### config.mk
export PLATFORM = sky130hd
export DESIGN_NAME = acl_ctrl
export DESIGN_NICKNAME = d
export VERILOG_FILES = /design/src/hdl/acl_pkg.sv /design/src/hdl/acl_ctrl.sv
export VERILOG_INCLUDE_DIRS = /design/src /design/src/hdl
export SDC_FILE = /design/constraint.sdc
export NUM_CORES = 1
export LEC_CHECK = 0
export CORE_AREA = 2 2 39 41
export DETAILED_ROUTE_END_ITERATION = 12
export DIE_AREA = 0 0 41 43
export DONT_BUFFER_PORTS = 1
export PLACE_DENSITY = 0.39
export SLEW_MARGIN = 20
export SYNTH_ARGS = -nofsm -noshare
export SYNTH_HDL_FRONTEND = slang
export SYNTH_SLANG_ARGS = --single-unit
### constraint.sdc
create_clock -name clk -period 1.1 [get_ports clk]
set_input_delay 0.22 -clock clk [delete_from_list [all_inputs] [get_ports clk]]
set_output_delay 0.22 -clock clk [all_outputs]
set_load 0.01 [all_outputs]
### src/hdl/assert_macros.svh
// Assertion helpers shared by the RTL files.
`ifndef ASSERT_MACROS_SVH
`define ASSERT_MACROS_SVH

// The consequent must hold in the same cycle as the antecedent.
`define ASSERT_SAME(label, clk, rstn, ante, cons) \
  label: assert property (@(posedge clk) disable iff (!rstn) (ante) |-> (cons)) \
    else $error("assertion failed");

// The consequent must hold in the cycle after the antecedent.
`define ASSERT_NEXT(label, clk, rstn, ante, cons) \
  label: assert property (@(posedge clk) disable iff (!rstn) (ante) |=> (cons)) \
    else $error("assertion failed");

`endif

### src/hdl/acl_pkg.sv
package acl_pkg;

  // Field widths fixed by the item format.
  localparam int RANK_W  = 11;
  localparam int LEVEL_W = 11;
  // Tree positions need one more bit, since an upward walk may step past the bound.
  localparam int POS_W   = RANK_W + 1;
  localparam int RANK_MAX = 2047;

  localparam logic [LEVEL_W-1:0] LEVEL_MAX      = 11'd2047;
  localparam logic [RANK_W-1:0]  N_POINTS_RESET = 11'd1024;
  localparam int                 MAX_POINTS_DEF = 1024;

  // Command codes of the input item.
  localparam logic CMD_CLEAR  = 1'b0;
  localparam logic CMD_INSERT = 1'b1;

  typedef struct packed {
    logic              cmd;
    logic [RANK_W-1:0] rank;
    logic              colour;
  } in_item_t;

  typedef struct packed {
    logic [LEVEL_W-1:0] level;
    logic               is_generator;
    logic [LEVEL_W-1:0] longest;
  } res_item_t;

  // Commands from the controller to the datapath.
  typedef struct packed {
    logic load;      // latch a new item and set up the query walk
    logic q_step;    // read both trees and step the position down
    logic calc;      // form level, generator flag and longest level
    logic u_init;    // start the update walk at the rank
    logic u_step;    // read the own tree and step the position up
    logic clr_step;  // zero one entry of both trees
    logic out_load;  // load the result register
    logic out_zero;  // load an all-zero result instead
  } dp_cmd_t;

  // Status from the datapath to the controller.
  typedef struct packed {
    logic pos_zero;
    logic pos_over;
    logic clr_last;
  } dp_status_t;

endpackage

### src/hdl/acl_ctrl.sv
`include "assert_macros.svh"

module acl_ctrl (
  input  logic                clk,
  input  logic                rst_n,
  input  logic                in_valid,
  input  logic                in_cmd,
  output logic                in_stall,
  output logic                out_valid,
  input  logic                out_stall,
  input  acl_pkg::dp_status_t status,
  output acl_pkg::dp_cmd_t    cmd
);

  typedef enum logic [2:0] {
    S_CLEAR,
    S_IDLE,
    S_QUERY,
    S_LEVEL,
    S_UPDATE,
    S_DONE
  } state_t;

  state_t state_r, state_nxt;
  logic   out_valid_r, out_valid_nxt;
  logic   clr_reply_r, clr_reply_nxt;
  logic   in_xfer;
  logic   out_free;

  assign in_stall  = (state_r != S_IDLE);
  assign in_xfer   = in_valid && !in_stall;
  assign out_free  = !out_valid_r || !out_stall;
  assign out_valid = out_valid_r;

  // Next state and datapath commands.
  always_comb begin
    state_nxt     = state_r;
    clr_reply_nxt = clr_reply_r;
    out_valid_nxt = out_valid_r && out_stall;
    cmd           = '0;
    case (state_r)
      S_CLEAR: begin
        cmd.clr_step = 1'b1;
        if (status.clr_last) begin
          state_nxt = clr_reply_r ? S_DONE : S_IDLE;
        end
      end
      S_IDLE: begin
        if (in_xfer) begin
          cmd.load = 1'b1;
          if (in_cmd == acl_pkg::CMD_CLEAR) begin
            state_nxt     = S_CLEAR;
            clr_reply_nxt = 1'b1;
          end else begin
            state_nxt     = S_QUERY;
            clr_reply_nxt = 1'b0;
          end
        end
      end
      S_QUERY: begin
        if (status.pos_zero) begin
          state_nxt = S_LEVEL;
        end else begin
          cmd.q_step = 1'b1;
        end
      end
      S_LEVEL: begin
        cmd.calc   = 1'b1;
        cmd.u_init = 1'b1;
        state_nxt  = S_UPDATE;
      end
      S_UPDATE: begin
        if (status.pos_zero || status.pos_over) begin
          state_nxt = S_DONE;
        end else begin
          cmd.u_step = 1'b1;
        end
      end
      S_DONE: begin
        if (out_free) begin
          cmd.out_load  = 1'b1;
          cmd.out_zero  = clr_reply_r;
          out_valid_nxt = 1'b1;
          state_nxt     = S_IDLE;
        end
      end
      default: begin
        state_nxt = S_CLEAR;
      end
    endcase
  end

  // State and registered outputs; reset starts with a clearing pass.
  always_ff @(posedge clk) begin
    if (!rst_n) begin
      state_r     <= S_CLEAR;
      out_valid_r <= 1'b0;
      clr_reply_r <= 1'b0;
    end else begin
      state_r     <= state_nxt;
      out_valid_r <= out_valid_nxt;
      clr_reply_r <= clr_reply_nxt;
    end
  end

  // A new result only appears from the completion state.
  `ASSERT_SAME(a_out_from_done, clk, rst_n, $rose(out_valid_r), $past(state_r == S_DONE))
  // The clearing pass is not cut short.
  `ASSERT_NEXT(a_clear_holds, clk, rst_n, state_r == S_CLEAR && !status.clr_last,
               state_r == S_CLEAR)

endmodule

[Word level (Yosys, flattened, before mapping)]
Index checks and enable logic that the tools add are counted.
Word-level totals
  register bits: 5
  logic and storage cells: 45
  output and inout bits: 10
  input bits: 8
Operators by class
  equality and inequality tests: 11
  reductions and logical operators: 10
  muxes and demuxes: 21
Operators with widths (number)
  two-way mux 3 bit: 6
  case mux 3 bit (6 select lines): 1
  two-way mux 1 bit: 10
  inequality test 2 bit (second input constant): 5
  two-way mux 2 bit: 4
  == test 3 x 2 -> 1 bit (second input constant): 2
  == test 3 bit (second input constant): 2
  AND reduction 5 bit: 1
  == test 3 x 1 -> 1 bit (second input constant): 1
  zero test 1 bit: 3
  zero test 3 bit: 1
  inequality test 3 x 1 -> 1 bit (second input constant): 1
  logical AND 1 bit: 2
  logical OR 1 bit: 2
  AND reduction 2 bit: 1

[Longest topological paths before layout]
Gate-level depths: netlist (run 1).
  word-level depth: 5
  gate-level depth with buffers: 5
  mapped depth without buffers: 4

[Least setup slack after synthesis (run 1)]
OpenSTA, ideal clock, no wires.
  kind: register -> output
  start: reg state_r[0]
  end: out cmd[0] (netlist bit)
  setup slack: -0.262 ns
  cell stages (with the launch flop): 6
  buffers on the path: 1
  arrival: 1.142 ns
  path through: dfxtp_1 -> buf_2 -> and2b_2 -> nand2_1 -> a21oi_1 -> and2_1
RTL lines
  start, declared: RTL line acl_ctrl.sv:24  | state_t state_r, state_nxt;
  start signal, assigned: RTL line acl_ctrl.sv:100  | state_r <= state_nxt;
  end, declared: RTL line acl_ctrl.sv:12  | output acl_pkg::dp_cmd_t cmd

==> run_results.csv, run 1 <==
group,metric,value,unit
outcome,status,"finished with violations",
outcome,violations,"negative setup slack",
yosys,synth_top_area_cell,"dfxtp_1",
yosys,yosys_warnings,0,
place,hpwl,775,µm
layout,area_delta_synth_final,76.3,%
yosys,yosysUniqueCellTypes,25,
timing,relSlewSlack,0.841,
yosys,synth-edff-count,0,
place,postPlaceCellArea,445,µm²
setup_path,crit_chain,"and2b_2 > nand2_2 > a21oi_4 > and2_4",
global_routing,grt_pass1_vias,425,
global_routing,grt_max_degree,10,
timing,finalSetupViolations,11,
yosys,syn_avg_cell_area,8.05,µm²
timing,rsz0062_at_grt,"true",
die,ios,18,
layout,antennaDiodeCount,0,
detailed_routing,via_count,409,
timing,hold_ws,0.0620,ns
place,portBuffers,0,
detailed_routing,dr.pass1.iters,3,
setup_path,endpoint_kind,"output pin",
die,start_util,0.256,
clocking,clk_pin_slew,0.04,ns
detailed_routing,wl,1070,µm
place,gp_congestion,0.805,
yosys,synthFlopType,"dfxtp_1",
global_routing,grt_overflow,0,
detailed_routing,viasPerCell,5.24,
setup_path,worst-path-buf-inv,0,
global_routing,grtUsageTotal,0.142,
clocking,insertion_delay,0.24,ns
yosys,yosys_register_bits,5,
detailed_routing,wl_per_cell,13.7,µm
yosys,syn_inst,44,
clocking,clockRootBuffer,"clkbuf_4",
die,dieHeight,43,µm
place,placedCellCount,67,
run,maxCapViolCount,0,
die,rows,14,
worst_hold_path,hold_path.class,"input pin to flop",
power,ir_drop,0.613,mV
detailed_routing,drt.antenna.violating_nets,0,
timing,fmax,0.712,GHz
timing,period_minus_slack,1.40,ns
timing,slew_violations,0,
layout,stdcell_count,78,
layout,nets,71,
setup_path,crit_arrival,1.18,ns
yosys,synth_top_area_frac,0.283,
setup_path,critPathTopFamily,"simple AND/OR/NAND/NOR gates",
yosys,synth_nets,52,
setup_path,critical_path.slowest_cell,"dfxtp_4",
setup_path,crit_path_max_incr_delay,0.36,ns
global_routing,grt_pass1_wl,1730,µm
detailed_routing,drc,0,
clocking,cts_tree,"yes",
timing,hold_viol_final,0,
die,coreArea,1380,µm²
global_routing,antenna_found_initial,0,
die,fp.dieArea,1760,µm²
setup_path,path_max_fanout,6,
yosys,synth_common_cells,"5 x a21oi_1, 5 x dfxtp_1",
power,powerDensity,1040,nW/µm²
clocking,clock-sinks,5,
setup_path,cp-start-kind,"flop",
timing,timing.final.crit_share,1.28,
setup_path,critPathKind,"flop to output pin",
clocking,clock_path_buffers,2,
yosys,ys_seq_area_frac,0.283,
layout,drive_gt1_frac,0.677,
clocking,numCtsBuffers,3,
timing,fin_skew,0.00367,ns
power,leakage,0.000245,µW
setup_path,required,0.88,ns
detailed_routing,drt_iter0_markers,2,
yosys,synthesis.area,354,µm²
layout,design_area,624,µm²
yosys,ys_top_cells_by_area,"dfxtp_1 28%, a21oi_1 7.1%, o311ai_2 4.6%",
timing,worst_pin_slew,0.238,ns
die,die_x,41,µm
yosys,synth_async_sr_flop_share,0,
timing,setup_ws,-0.304,ns
clocking,h-tree-depth,1,
==> routing by layer <==
metal  up-vias  routed length, µm  track usage
met1       197                397        0.172
met4         0                 36        0.100
met2        13                552        0.206
li1        195                  -            -
met3         4                 82       0.0366
met5         -                  0            0
==> what timing repair did <==
item,in CTS,in global routing
hold buffers,0,0
gates cloned,0,0
resized for setup,16,14
pin swaps,8,3
setup endpoints to repair,13,12
buffers inserted,5,3
==> metrics by stage <==
step | util | setup TNS [ns] | worst slack [ns] | total power [µW]
after floorplan | - | -0.220 | -0.0767 | 312
after global routing | 0.451 | -2.61 | -0.359 | 690
final | 0.451 | -1.99 | -0.304 | 647
after global placement | 0.322 | -0.607 | -0.121 | 348
after detailed placement | 0.322 | -0.862 | -0.155 | 349
after CTS | 0.405 | -1.97 | -0.316 | 614
==> flip-flops by register name, indices dropped and copies added, names as in the netlist <==
signal,cells
clr_reply_r,1
out_valid,1
state_r,3
==> kinds of logic (layout without fill, tap and decap cells) <==
family	after synthesis	in the layout	share of synthesized area
AND/OR/NAND/NOR	19	19	0.339
AO/OA/AOI/OAI	13	13	0.265
buffers and inverters	7	25	0.113
flip-flops	5	5	0.283
==> worst reg2reg max path, cell delays in order (launching register included) <==
cell and delay (ns):
dfxtp_4 0.35, buf_6 0.11, buf_6 0.12, o21ai_4 0.15, o311ai_4 0.12, buf_4 0.14
o2111a_1 0.10
==> cells in the final DEF (no fill, tap or decap), drive strengths merged <==
| master | synthesis | routed |
|---|---|---|
| nor4b | 1 | 1 |
| o2111a | 1 | 1 |
| o21ai | 3 | 3 |
| clkbuf | 0 | 4 |
| dfxtp | 5 | 5 |
| inv | 3 | 3 |
| o311ai | 1 | 1 |
| nor3 | 2 | 2 |
| nand2 | 3 | 3 |
| a21oi | 5 | 5 |
| nor3b | 1 | 1 |
| nand3 | 1 | 1 |
| nor2 | 3 | 3 |
| buf | 4 | 18 |
| nand2b | 2 | 2 |
| nor4 | 1 | 1 |
| and2b | 1 | 1 |
| a211oi | 2 | 2 |
| and4bb | 1 | 1 |
| a31oi | 1 | 1 |
| and3 | 1 | 1 |
| and2 | 2 | 2 |
==> final cells by class <==
class,count,area [µm²]
repair buffers,18,161
inverters,3,11.3
clock buffers,4,26.3
multi-input cells,32,294
fillers,153,759
flip-flops and latches,5,111
well taps,16,20.0
==> worst paths after layout <==
check,start,endpoint,slack [ns],depth (start not counted)
worst max-delay path,state_r[1],cmd[0],-0.30,4
worst max register to register,state_r[2],state_r[0],-0.11,6
worst min register to register,clr_reply_r,state_r[2],0.54,2
worst min-delay path,in_cmd,clr_reply_r,0.06,1
==> report_power, final <==
| part | switching, µW | internal, µW |
|---|---|---|
| clock | 77.7 | 137 |
| sequential | 20.1 | 193 |
| combinational | 94.9 | 124 |
(Power assumes the default switching activity.)
==> run 2, diff against run 1 <==
Settings changed: SKIP_LAST_GASP from default to 1.
==> run 2 against run 1 <==
Net effect: the flow still finishes with violations (negative setup slack); first-iteration DRC count grew to 3.0 times the previous value; critical endpoint unchanged; fmax shrank 0.75%; clock power grew 2%; total power shrank 1.6%; critical path type unchanged; clock skew grew 0.0032 ns; die area is the same; largest cell class unchanged.
==> run_results.csv, run 2 (synthesis results as in run 1) <==
group,metric,value,unit
setup_path,worst-path-stages,4,
detailed_routing,drc,0,
outcome,violations,"negative setup slack",
clocking,cts_tree,"yes",
power,ir_drop,0.596,mV
timing,hold_viol_final,0,
power,combPwrFrac,0.322,
detailed_routing,top_layer_used,"met4",
die,die_x,41,µm
detailed_routing,wl_per_cell,13.6,µm
setup_path,critical_path.slowest_cell,"dfxtp_4",
layout,area_delta_synth_final,72.1,%
power,powerDensity,1040,nW/µm²
layout,final_common_cell,"buf_4",
die,coreArea,1380,µm²
setup_path,required,0.88,ns
place,gp_congestion,0.805,
layout,antennaDiodeCount,0,
clocking,clockRootBuffer,"clkbuf_4",
layout,drive_gt1_frac,0.677,
setup_path,path_max_fanout,6,
place,hpwl,775,µm
setup_path,r2r_slack,-0.12,ns
power,power_switching,193,µW
timing,finalSetupTns,-2.05,ns
run,maxCapViolCount,0,
layout,fin_util,0.440,
setup_path,crit_path_max_incr_delay,0.36,ns
clocking,insertion_delay,0.25,ns
outcome,status,"finished with violations",
worst_hold_path,min_path_cells,1,
global_routing,antenna_found_initial,0,
timing,fmax,0.707,GHz
clocking,clock_path_buffers,2,
clocking,clock-sinks,5,
setup_path,worst-path-buf-inv,0,
clocking,numCtsBuffers,3,
timing,setup_ws,-0.315,ns
global_routing,grt_max_degree,10,
setup_path,critPathTopFamily,"simple AND/OR/NAND/NOR gates",
die,fp.dieArea,1760,µm²
global_routing,grt_pass1_wl,1710,µm
power,pwr-share-seq,0.333,
setup_path,cp-start-kind,"flop",
global_routing,grtUsageTotal,0.140,
die,rows,14,
global_routing,grt_pass1_vias,414,
die,start_util,0.256,
die,dieHeight,43,µm
layout,nets,71,
clocking,clk_pin_slew,0.05,ns
timing,rsz0062_at_grt,"true",
clocking,ctsHoldBuffers,0,
detailed_routing,drt_iter0_markers,6,
detailed_routing,via_count,412,
detailed_routing,wl_met3,75,µm
layout,final_cell_mix,"13 x buf_4, 5 x buf_6, 4 x a21oi_1",
setup_path,endpoint_kind,"output pin",
die,ios,18,
setup_path,r2r_cells,5,
timing,worst_pin_slew,0.238,ns
clocking,h-tree-depth,1,
detailed_routing,wl_met2,553,µm
place,postPlaceCellArea,445,µm²
setup_path,crit_arrival,1.19,ns
timing,finalSetupViolations,11,
power,leakage,0.000240,µW
detailed_routing,drt.antenna.violating_nets,0,
worst_hold_path,hold_path.class,"input pin to flop",
detailed_routing,viasPerCell,5.28,
detailed_routing,dr.pass1.iters,4,
place,portBuffers,0,
power,total_power,636,µW
layout,design_area,609,µm²
detailed_routing,wl,1060,µm
power,internal_power,443,µW
setup_path,critPathKind,"flop to output pin",
timing,period_minus_slack,1.41,ns
timing,slew_violations,0,
timing,fin_skew,0.00684,ns
setup_path,crit_chain,"and2b_2 > nand2_2 > a21oi_4 > and2_4",
layout,largest_reg_flops,3,
power,pwr-share-clk,0.345,
global_routing,grt_overflow,0,
timing,timing.final.crit_share,1.29,
place,post-place-ws,-0.155,ns
layout,regMostFlops,"state_r",
power,power_switching_share,0.303,
detailed_routing,wl_met1,418,µm
timing,relSlewSlack,0.841,
==> run 2: cell counts in the layout (fill, tap and decap cells not counted) <==
No cell type changed its count.
==> run 2: layout make-up <==
class,instances,area [µm²]
Timing Repair Buffer,18,154
Clock buffer,4,26.3
Multi-Input combinational cell,32,287
Inverter,3,11.3
Sequential cell,5,111
Fill cell,149,774
Tap cell,16,20.0
==> run 2: final timing paths <==
path / to / start
max: cmd[0] / state_r[1]
min: clr_reply_r / in_cmd
min reg2reg: state_r[2] / clr_reply_r
max reg2reg: state_r[2] / state_r[2]
==> run 2: power by group through the flow <==
stage	Sequential, µW	Clock, µW	Combinational [µW]
3_5_place_dp	219	0	130
2_1_floorplan	205	0	107
6_report	212	220	205
3_3_place_gp	218	0	130
4_1_cts	213	228	168
5_1_grt	214	240	219
==> run 2: metal layers <==
layer | track usage | vias up
met5 | 0 | -
met4 | 0.0800 | 0
met3 | 0.0314 | 2
met2 | 0.209 | 11
met1 | 0.175 | 201
li1 | - | 198
==> run 2: timing repair <==
| item | CTS | global route |
|---|---|---|
| setup buffers | 5 | 3 |
| pin swaps | 7 | 4 |
| setup endpoints to repair | 13 | 12 |
| gates resized for setup | 14 | 13 |
==> run 2: worst reg2reg max path, stage by stage, from the launching register on <==
cell and delay, ns:
dfxtp_4 0.36, and4bb_2 0.26, buf_4 0.13, a21oi_1 0.13, a31oi_1 0.11, a211oi_2 0.14
==> run 2: per-stage QoR <==
stage	hold WS [ns]	instances
after floorplan	0.316	44
after global placement	0.322	67
after detailed placement	0.324	67
after CTS	0.0616	75
after global routing	0.0582	78
final	0.0615	78
